<file path="config.mk">
export PLATFORM = sky130hd
export DESIGN_NAME = wav_header_parser
export DESIGN_NICKNAME = d
export VERILOG_FILES = /design/src/design/wavh_pkg.sv /design/src/design/wavh_step.sv /design/src/design/wav_header_parser.sv
export SDC_FILE = /design/constraint.sdc
export NUM_CORES = 1
export LEC_CHECK = 0
export BUFFER_PORTS_ARGS = -buffer_cell sky130_fd_sc_hd__buf_2
export CAP_MARGIN = 30
export CORE_MARGIN = 2
export CORE_UTILIZATION = 50
export DETAILED_ROUTE_END_ITERATION = 10
export PLACE_DENSITY = 0.7
export SLEW_MARGIN = 30
export SYNTH_ARGS = -nofsm -noshare
export SYNTH_HDL_FRONTEND = slang
export SYNTH_SLANG_ARGS = --single-unit
</file>
<file path="constraint.sdc">
create_clock -name i_clk -period 4.6 [get_ports i_clk]
set_input_delay 1.15 -clock i_clk [delete_from_list [all_inputs] [get_ports i_clk]]
set_output_delay 1.15 -clock i_clk [all_outputs]
set_load 0.02 [all_outputs]
</file>
<file path="src/design/wavh_pkg.sv">
// Shared types and constants for the RIFF/WAVE header parser.
package wavh_pkg;

    localparam logic [31:0] SIG_RIFF    = 32'h4646_4952;
    localparam logic [31:0] SIG_WAVE    = 32'h4556_4157;
    localparam logic [31:0] SIG_FMT     = 32'h2074_6d66;
    localparam logic [31:0] SIG_DATA    = 32'h6174_6164;
    localparam logic [31:0] FMT_MIN_LEN = 32'd16;
    localparam logic [15:0] FMT_PCM     = 16'd1;

    typedef enum logic [3:0] {
        PH_RIFF      = 4'd0,
        PH_RLEN      = 4'd1,
        PH_WAVE      = 4'd2,
        PH_CID       = 4'd3,
        PH_CLEN      = 4'd4,
        PH_FMT_CODE  = 4'd5,
        PH_FMT_CH    = 4'd6,
        PH_FMT_RATE  = 4'd7,
        PH_FMT_BRATE = 4'd8,
        PH_FMT_ALIGN = 4'd9,
        PH_FMT_BITS  = 4'd10,
        PH_SKIP      = 4'd11,
        PH_DATA      = 4'd12,
        PH_BAD       = 4'd13,
        PH_NOCODEC   = 4'd14
    } t_phase;

    typedef enum logic [1:0] {
        ST_HEADER      = 2'd0,
        ST_PAYLOAD     = 2'd1,
        ST_INVALID     = 2'd2,
        ST_UNSUPPORTED = 2'd3
    } t_status;

    typedef struct packed {
        t_phase      phase;
        logic [1:0]  idx;
        logic [31:0] tag;
        logic [31:0] clen;
        logic [31:0] skip;
        logic [15:0] fmt;
        logic [31:0] rate;
        logic [15:0] chan;
        logic [15:0] bits;
    } t_parse_state;

    localparam t_parse_state PARSE_RESET = '{
        phase: PH_RIFF, idx: 2'd0, tag: 32'd0, clen: 32'd0, skip: 32'd0,
        fmt: 16'd0, rate: 32'd0, chan: 16'd0, bits: 16'd0
    };

endpackage

</file>
<file path="src/design/wavh_step.sv">
// Next-state and result logic for one stream word of the header parser.
module wavh_step (
    input  wavh_pkg::t_parse_state i_state,
    input  logic [7:0]             i_byte,
    input  logic                   i_eos,
    output wavh_pkg::t_parse_state o_state,
    output wavh_pkg::t_status      o_status,
    output logic [7:0]             o_payload
);
    import wavh_pkg::*;

    logic [31:0] w_tag_sh;
    logic [31:0] w_clen_sh;
    logic [31:0] w_skip_dec;
    logic [2:0]  w_idx_inc;
    logic        w_done4;
    logic        w_done2;
    logic [1:0]  w_idx4;
    logic [1:0]  w_idx2;
    t_parse_state n_st;
    t_status      w_status;
    logic [7:0]   w_pay;

    assign w_tag_sh   = {i_byte, i_state.tag[31:8]};
    assign w_clen_sh  = {i_byte, i_state.clen[31:8]};
    assign w_skip_dec = (i_state.skip != 32'd0) ? i_state.skip - 32'd1 : 32'd0;
    assign w_idx_inc  = {1'b0, i_state.idx} + 3'd1;
    assign w_done4    = (w_idx_inc >= 3'd4);
    assign w_done2    = (w_idx_inc >= 3'd2);
    assign w_idx4     = w_done4 ? 2'd0 : w_idx_inc[1:0];
    assign w_idx2     = w_done2 ? 2'd0 : w_idx_inc[1:0];

    always_comb begin
        n_st     = i_state;
        w_status = ST_HEADER;
        w_pay    = 8'd0;
        unique case (i_state.phase)
            PH_RIFF: begin
                n_st.tag = w_tag_sh;
                n_st.idx = w_idx4;
                if (w_done4) begin
                    n_st.phase = (w_tag_sh == SIG_RIFF) ? PH_RLEN : PH_BAD;
                end
            end
            PH_RLEN: begin
                n_st.tag = w_tag_sh;
                n_st.idx = w_idx4;
                if (w_done4) begin
                    n_st.phase = PH_WAVE;
                end
            end
            PH_WAVE: begin
                n_st.tag = w_tag_sh;
                n_st.idx = w_idx4;
                if (w_done4) begin
                    n_st.phase = (w_tag_sh == SIG_WAVE) ? PH_CID : PH_BAD;
                end
            end
            PH_CID: begin
                n_st.tag = w_tag_sh;
                n_st.idx = w_idx4;
                if (w_done4) begin
                    n_st.phase = PH_CLEN;
                end
            end
            PH_CLEN: begin
                // The chunk id stays in the tag register while the length shifts in.
                n_st.clen = w_clen_sh;
                n_st.idx  = w_idx4;
                if (w_done4) begin
                    if (i_state.tag == SIG_FMT) begin
                        if (w_clen_sh < FMT_MIN_LEN) begin
                            n_st.phase = PH_BAD;
                        end else begin
                            n_st.skip  = w_clen_sh - FMT_MIN_LEN;
                            n_st.phase = PH_FMT_CODE;
                        end
                    end else if (i_state.tag == SIG_DATA) begin
                        n_st.phase = PH_DATA;
                    end else begin
                        n_st.skip  = w_clen_sh;
                        n_st.phase = (w_clen_sh != 32'd0) ? PH_SKIP : PH_CID;
                    end
                end
            end
            PH_FMT_CODE: begin
                n_st.tag = w_tag_sh;
                n_st.idx = w_idx2;
                if (w_done2) begin
                    n_st.fmt   = w_tag_sh[31:16];
                    n_st.phase = PH_FMT_CH;
                end
            end
            PH_FMT_CH: begin
                n_st.tag = w_tag_sh;
                n_st.idx = w_idx2;
                if (w_done2) begin
                    n_st.chan  = w_tag_sh[31:16];
                    n_st.phase = PH_FMT_RATE;
                end
            end
            PH_FMT_RATE: begin
                n_st.tag = w_tag_sh;
                n_st.idx = w_idx4;
                if (w_done4) begin
                    n_st.rate  = w_tag_sh;
                    n_st.phase = PH_FMT_BRATE;
                end
            end
            PH_FMT_BRATE: begin
                n_st.tag = w_tag_sh;
                n_st.idx = w_idx4;
                if (w_done4) begin
                    n_st.phase = PH_FMT_ALIGN;
                end
            end
            PH_FMT_ALIGN: begin
                n_st.tag = w_tag_sh;
                n_st.idx = w_idx2;
                if (w_done2) begin
                    n_st.phase = PH_FMT_BITS;
                end
            end
            PH_FMT_BITS: begin
                n_st.tag = w_tag_sh;
                n_st.idx = w_idx2;
                if (w_done2) begin
                    n_st.bits = w_tag_sh[31:16];
                    if (i_state.fmt != FMT_PCM) begin
                        n_st.phase = PH_NOCODEC;
                    end else begin
                        n_st.phase = (i_state.skip != 32'd0) ? PH_SKIP : PH_CID;
                    end
                end
            end
            PH_SKIP: begin
                n_st.skip = w_skip_dec;
                if (w_skip_dec == 32'd0) begin
                    n_st.phase = PH_CID;
                end
            end
            PH_DATA: begin
                w_status = ST_PAYLOAD;
                w_pay    = i_byte;
            end
            PH_NOCODEC: begin
            end
            default: begin
                n_st.phase = PH_BAD;
            end
        endcase

        // A stream that ends before the data chunk is reached is invalid unless its coding is unsupported.
        if (i_eos && n_st.phase != PH_DATA && n_st.phase != PH_NOCODEC) begin
            n_st.phase = PH_BAD;
        end

        if (n_st.phase == PH_BAD) begin
            w_status = ST_INVALID;
            w_pay    = 8'd0;
        end else if (n_st.phase == PH_NOCODEC) begin
            w_status = ST_UNSUPPORTED;
            w_pay    = 8'd0;
        end
    end

    assign o_state   = n_st;
    assign o_status  = w_status;
    assign o_payload = w_pay;

endmodule

</file>
<file path="src/design/wav_header_parser.sv">
// Top level of the RIFF/WAVE header parser with payload pass-through.
//
//   channel  direction  handshake                 word
//   in       input      i_in_valid / o_in_stall   i_stream_byte, i_end_of_stream
//   out      output     o_out_valid / i_out_stall o_status, o_payload_byte,
//                                                 o_sample_rate, o_channel_count,
//                                                 o_sample_bits, o_stream_end
//
// One word is taken per cycle while the input is not stalled; each accepted word is captured
// in the input register, and when the output can advance, the parse step updates the parser
// state and loads the result register from it.
// Reset is synchronous and returns the parser to the RIFF tag check with all fields zero.
// While the output is stalled, the input register holds one more word before the
// input stalls.
module wav_header_parser (
    input  logic        i_clk,
    input  logic        i_rst_n,
    input  logic        i_in_valid,
    output logic        o_in_stall,
    input  logic [7:0]  i_stream_byte,
    input  logic        i_end_of_stream,
    output logic        o_out_valid,
    input  logic        i_out_stall,
    output logic [1:0]  o_status,
    output logic [7:0]  o_payload_byte,
    output logic [31:0] o_sample_rate,
    output logic [15:0] o_channel_count,
    output logic [15:0] o_sample_bits,
    output logic        o_stream_end
);
    import wavh_pkg::*;

    logic         r_in_valid;
    logic [7:0]   r_in_byte;
    logic         r_in_eos;
    t_parse_state r_state;
    t_parse_state n_state;
    t_status      n_status;
    logic [7:0]   n_payload;
    logic         r_out_valid;
    t_status      r_status;
    logic [7:0]   r_payload;
    logic [31:0]  r_rate;
    logic [15:0]  r_chan;
    logic [15:0]  r_bits;
    logic         r_end;
    logic         w_advance;

    assign w_advance  = r_in_valid && (!r_out_valid || !i_out_stall);
    assign o_in_stall = r_in_valid && !w_advance;

    wavh_step u_step (
        .i_state   (r_state),
        .i_byte    (r_in_byte),
        .i_eos     (r_in_eos),
        .o_state   (n_state),
        .o_status  (n_status),
        .o_payload (n_payload)
    );

    always_ff @(posedge i_clk) begin
        if (!i_rst_n) begin
            r_in_valid  <= 1'b0;
            r_out_valid <= 1'b0;
            r_state     <= PARSE_RESET;
        end else begin
            if (!o_in_stall) begin
                r_in_valid <= i_in_valid;
            end
            if (w_advance) begin
                r_out_valid <= 1'b1;
                r_state     <= n_state;
            end else if (!i_out_stall) begin
                r_out_valid <= 1'b0;
            end
        end
    end

    always_ff @(posedge i_clk) begin
        if (i_in_valid && !o_in_stall) begin
            r_in_byte <= i_stream_byte;
            r_in_eos  <= i_end_of_stream;
        end
        if (w_advance) begin
            r_status  <= n_status;
            r_payload <= n_payload;
            r_rate    <= n_state.rate;
            r_chan    <= n_state.chan;
            r_bits    <= n_state.bits;
            r_end     <= r_in_eos;
        end
    end

    assign o_out_valid     = r_out_valid;
    assign o_status        = r_status;
    assign o_payload_byte  = r_payload;
    assign o_sample_rate   = r_rate;
    assign o_channel_count = r_chan;
    assign o_sample_bits   = r_bits;
    assign o_stream_end    = r_end;

    a_pay_only_data: assert property (@(posedge i_clk) disable iff (!i_rst_n)
        (r_out_valid && r_status != ST_PAYLOAD) |-> (r_payload == 8'd0))
        else $error("payload byte nonzero outside payload status");

    a_bad_sticky: assert property (@(posedge i_clk) disable iff (!i_rst_n)
        (r_state.phase == PH_BAD) |=> (r_state.phase == PH_BAD))
        else $error("invalid-stream error cleared without reset");

    a_data_sticky: assert property (@(posedge i_clk) disable iff (!i_rst_n)
        (r_state.phase == PH_DATA) |=> (r_state.phase == PH_DATA))
        else $error("left payload phase");

    a_skip_nonzero: assert property (@(posedge i_clk) disable iff (!i_rst_n)
        (r_state.phase == PH_SKIP) |-> (r_state.skip != 32'd0))
        else $error("skip phase with nothing left to skip");

    a_stall_needs_word: assert property (@(posedge i_clk) disable iff (!i_rst_n)
        o_in_stall |-> (r_in_valid && r_out_valid && i_out_stall))
        else $error("input stalled without a held word");

endmodule

</file>
==> run metrics <==
WP depth 8; measured slew at the worst slew-check pin 973.8 ps; dpl hpwl 19910 µm; worst r2r src r_state[173]; Synth Instances 1326; Mapped Area 12340 µm²; Sink Count 260; Core Region 24250 µm²; Detailed Routing Iterations Pass 1 5; post-route minimum period 3600 ps; Initial Util 0.5089; Synth async-reset ratio 0; Top-Level Pins 90; WL final 30760 µm; Final Max Slew Viols 0; most frequent cells in the layout 176 x dfxtp_1, 166 x nand2_1, 159 x nor2_1, 88 x buf_2, 84 x edfxtp_1; RSZ-0062 raised after global routing false; DRC viols 0; antenna cells 0; CP max FO 16; Final setup viols 0; layout cell share with drive strength beyond 1 0.1740; WHS 462.2 ps; crit share post-route 0.7827; initial antenna violation count 0; worst path buffer plus inverter count 0; largest net degree at the start of global routing 106; most common cell after layout, fill and taps aside dfxtp_1; via count 9993; Post-synth EDFFs 84; die span in y 161.1 µm; Ys Warns 0; fin util 0.5753; LEAKAGE 5.318 nW; DIE AREA 25950 µm²; Die Wd 161.1 µm; fill cell count 2098; clock latency at the later pin of the worst-skew pair 560 ps; CP max-delay cell or4_4; most used cell, CP or4_4; clock buffer depth 3; Final Hold Vio Count 0; root buf cell clkbuf_16; TritonCTS clock tree yes; Setup crit end kind flip-flop; R2R depth 8; kind of critical path reg -> reg; most used flip-flop cell after synthesis dfxtp_1; Worst Path Arrival 4100 ps; Slew HR 0.3458; cts repair resizes 0; Overall Power 5.210 mW; postcts setup bufs 0; total grt overflow 0; drt via density 5.847; CTS Buf Count 27; hold path depth 2; FMAX 277.8 MHz; VDD IR max 0.2424 mV; Critical path origin r_state[173]; vias in the first global route 9307; wire length per cell 18.00 µm; Site Rows 57; Routed Antenna Nets 0; Fin Clk Skew 18.47 ps; 1st-iter DRT viols 1028; nets 1381; syn nets 1343; Startpoint Class flip-flop; Worst Path Required 5100 ps; Power Dens Cells 373.5 nW/µm²; placer congestion estimate 0.9081; # Max-Cap Violations 0; Hold Buf Count CTS 0; crit-path cells or4b_1 -> or4_4 -> or3_1 -> or4_4 -> or4_1 -> a21oi_1 -> o211ai_1 -> nand2_1; Setup TNS Final 0 ps; HP Class reg -> reg; delay-heaviest family, CP simple AND/OR/NAND/NOR gates; H-Tree Depth 1; syn_area_per_cell 9.306 µm²; Reg clk slew, reported paths 70 ps; status finished clean; Unique masters post-synth 63; first-pass GRT wire length 49420 µm; Syn-to-layout area delta 13.05%; Yosys reg bits 260; total track usage 0.2341; max incr delay on CP 630 ps; port bufs 89; register area share after synthesis 0.4900; Hold Crit Start r_state[151]
## path summary, 6_finish.rpt
kind,endpoint,slack [ps]
worst max-delay path,r_state[105],1000
worst min-delay path,r_state[151],460
worst max register to register,r_state[105],1000
worst min register to register,r_state[151],460
## layout make-up
cell class	instances	area (µm²)	share of cell area
timing repair buffer	113	643.1	0.04610
clock buffer	33	698.2	0.05005
multi-input combinational	947	5869	0.4208
inverter	15	58.81	0.004216
tap	324	405.4	0.02906
clock inverter	17	229.0	0.01641
sequential	260	6046	0.4334
## cells in the mapped netlist (4+ instances only)
cell / n / area (µm²)
a21boi_0: 59 / 442.9
a21oi_1: 30 / 150.1
a22oi_1: 5 / 37.54
and3_1: 12 / 75.07
clkbuf_1: 97 / 364.1
dfxtp_1: 176 / 3523
edfxtp_1: 84 / 2522
ha_1: 4 / 50.05
inv_1: 15 / 56.30
mux2_2: 64 / 720.7
mux2i_1: 18 / 180.2
nand2_1: 167 / 626.9
nand2b_1: 6 / 37.54
nand3_1: 40 / 200.2
nand3b_1: 5 / 37.54
nand4_1: 5 / 31.28
nand4b_1: 5 / 43.79
nor2_1: 160 / 600.6
nor2b_1: 28 / 175.2
nor3_1: 39 / 195.2
nor3b_1: 66 / 495.5
nor4_1: 30 / 187.7
nor4b_1: 4 / 35.03
o211a_1: 7 / 70.07
o211ai_1: 12 / 90.09
o21ai_0: 43 / 215.2
o221ai_1: 4 / 35.03
o22ai_1: 9 / 56.30
o32ai_1: 7 / 61.31
or2_2: 6 / 37.54
or3_1: 13 / 81.33
or4_1: 14 / 105.1
xnor2_1: 22 / 192.7
xor2_1: 16 / 140.1
## per-layer routing
layer | track usage | up-vias | share of wire
li1 | - | 4806 | -
met4 | 0.07792 | 0 | 0.028
met5 | 0 | - | 0
met3 | 0.04648 | 64 | 0.079
met1 | 0.3464 | 4751 | 0.47
met2 | 0.3430 | 372 | 0.43
## power breakdown
group	switching, mW	internal, mW
combinational	0.244	0.144
clock	0.922	1.37
sequential	0.0678	2.47
total	1.23	3.98
## state kept, by name (all words and copies together) (netlist names)
signal and cells:
r_in_byte 8, o_sample_rate 32, o_status 2, o_payload_byte 8, r_in_eos 1, o_channel_count 16
r_in_valid 1, o_out_valid 1, o_stream_end 1, r_state 174, o_sample_bits 16
## worst min-delay path: cells and delay by family (launching register included)
family	cells	cell delay (ps)
DFF	1	300
AOI/OAI and AO/OA	1	60
and+or+nand+nor	1	50
## through the flow
stage                     cell area [µm²]  instances  setup WS, ps
after floorplan                     12340       1326         203.9
after global placement              12990       1657          1076
after detailed placement            13010       1658          1053
after CTS                           13930       1708          1038
after global routing                13950       1709         825.7
final                               13950       1709         999.7
## cells by family (layout without fill, tap and decap cells)
group	after synthesis	after routing	share of synthesized area
AND/OR/NAND/NOR	617	617	0.2549
adder cells (fa/ha/maj)	4	4	0.004056
buffers and inverters	119	178	0.03772
flip-flops	260	260	0.4900
XOR/XNOR	38	38	0.02697
multiplexers	82	82	0.07301
AO/OA/AOI/OAI	206	206	0.1134
Power figures use the tool's default switching activity.
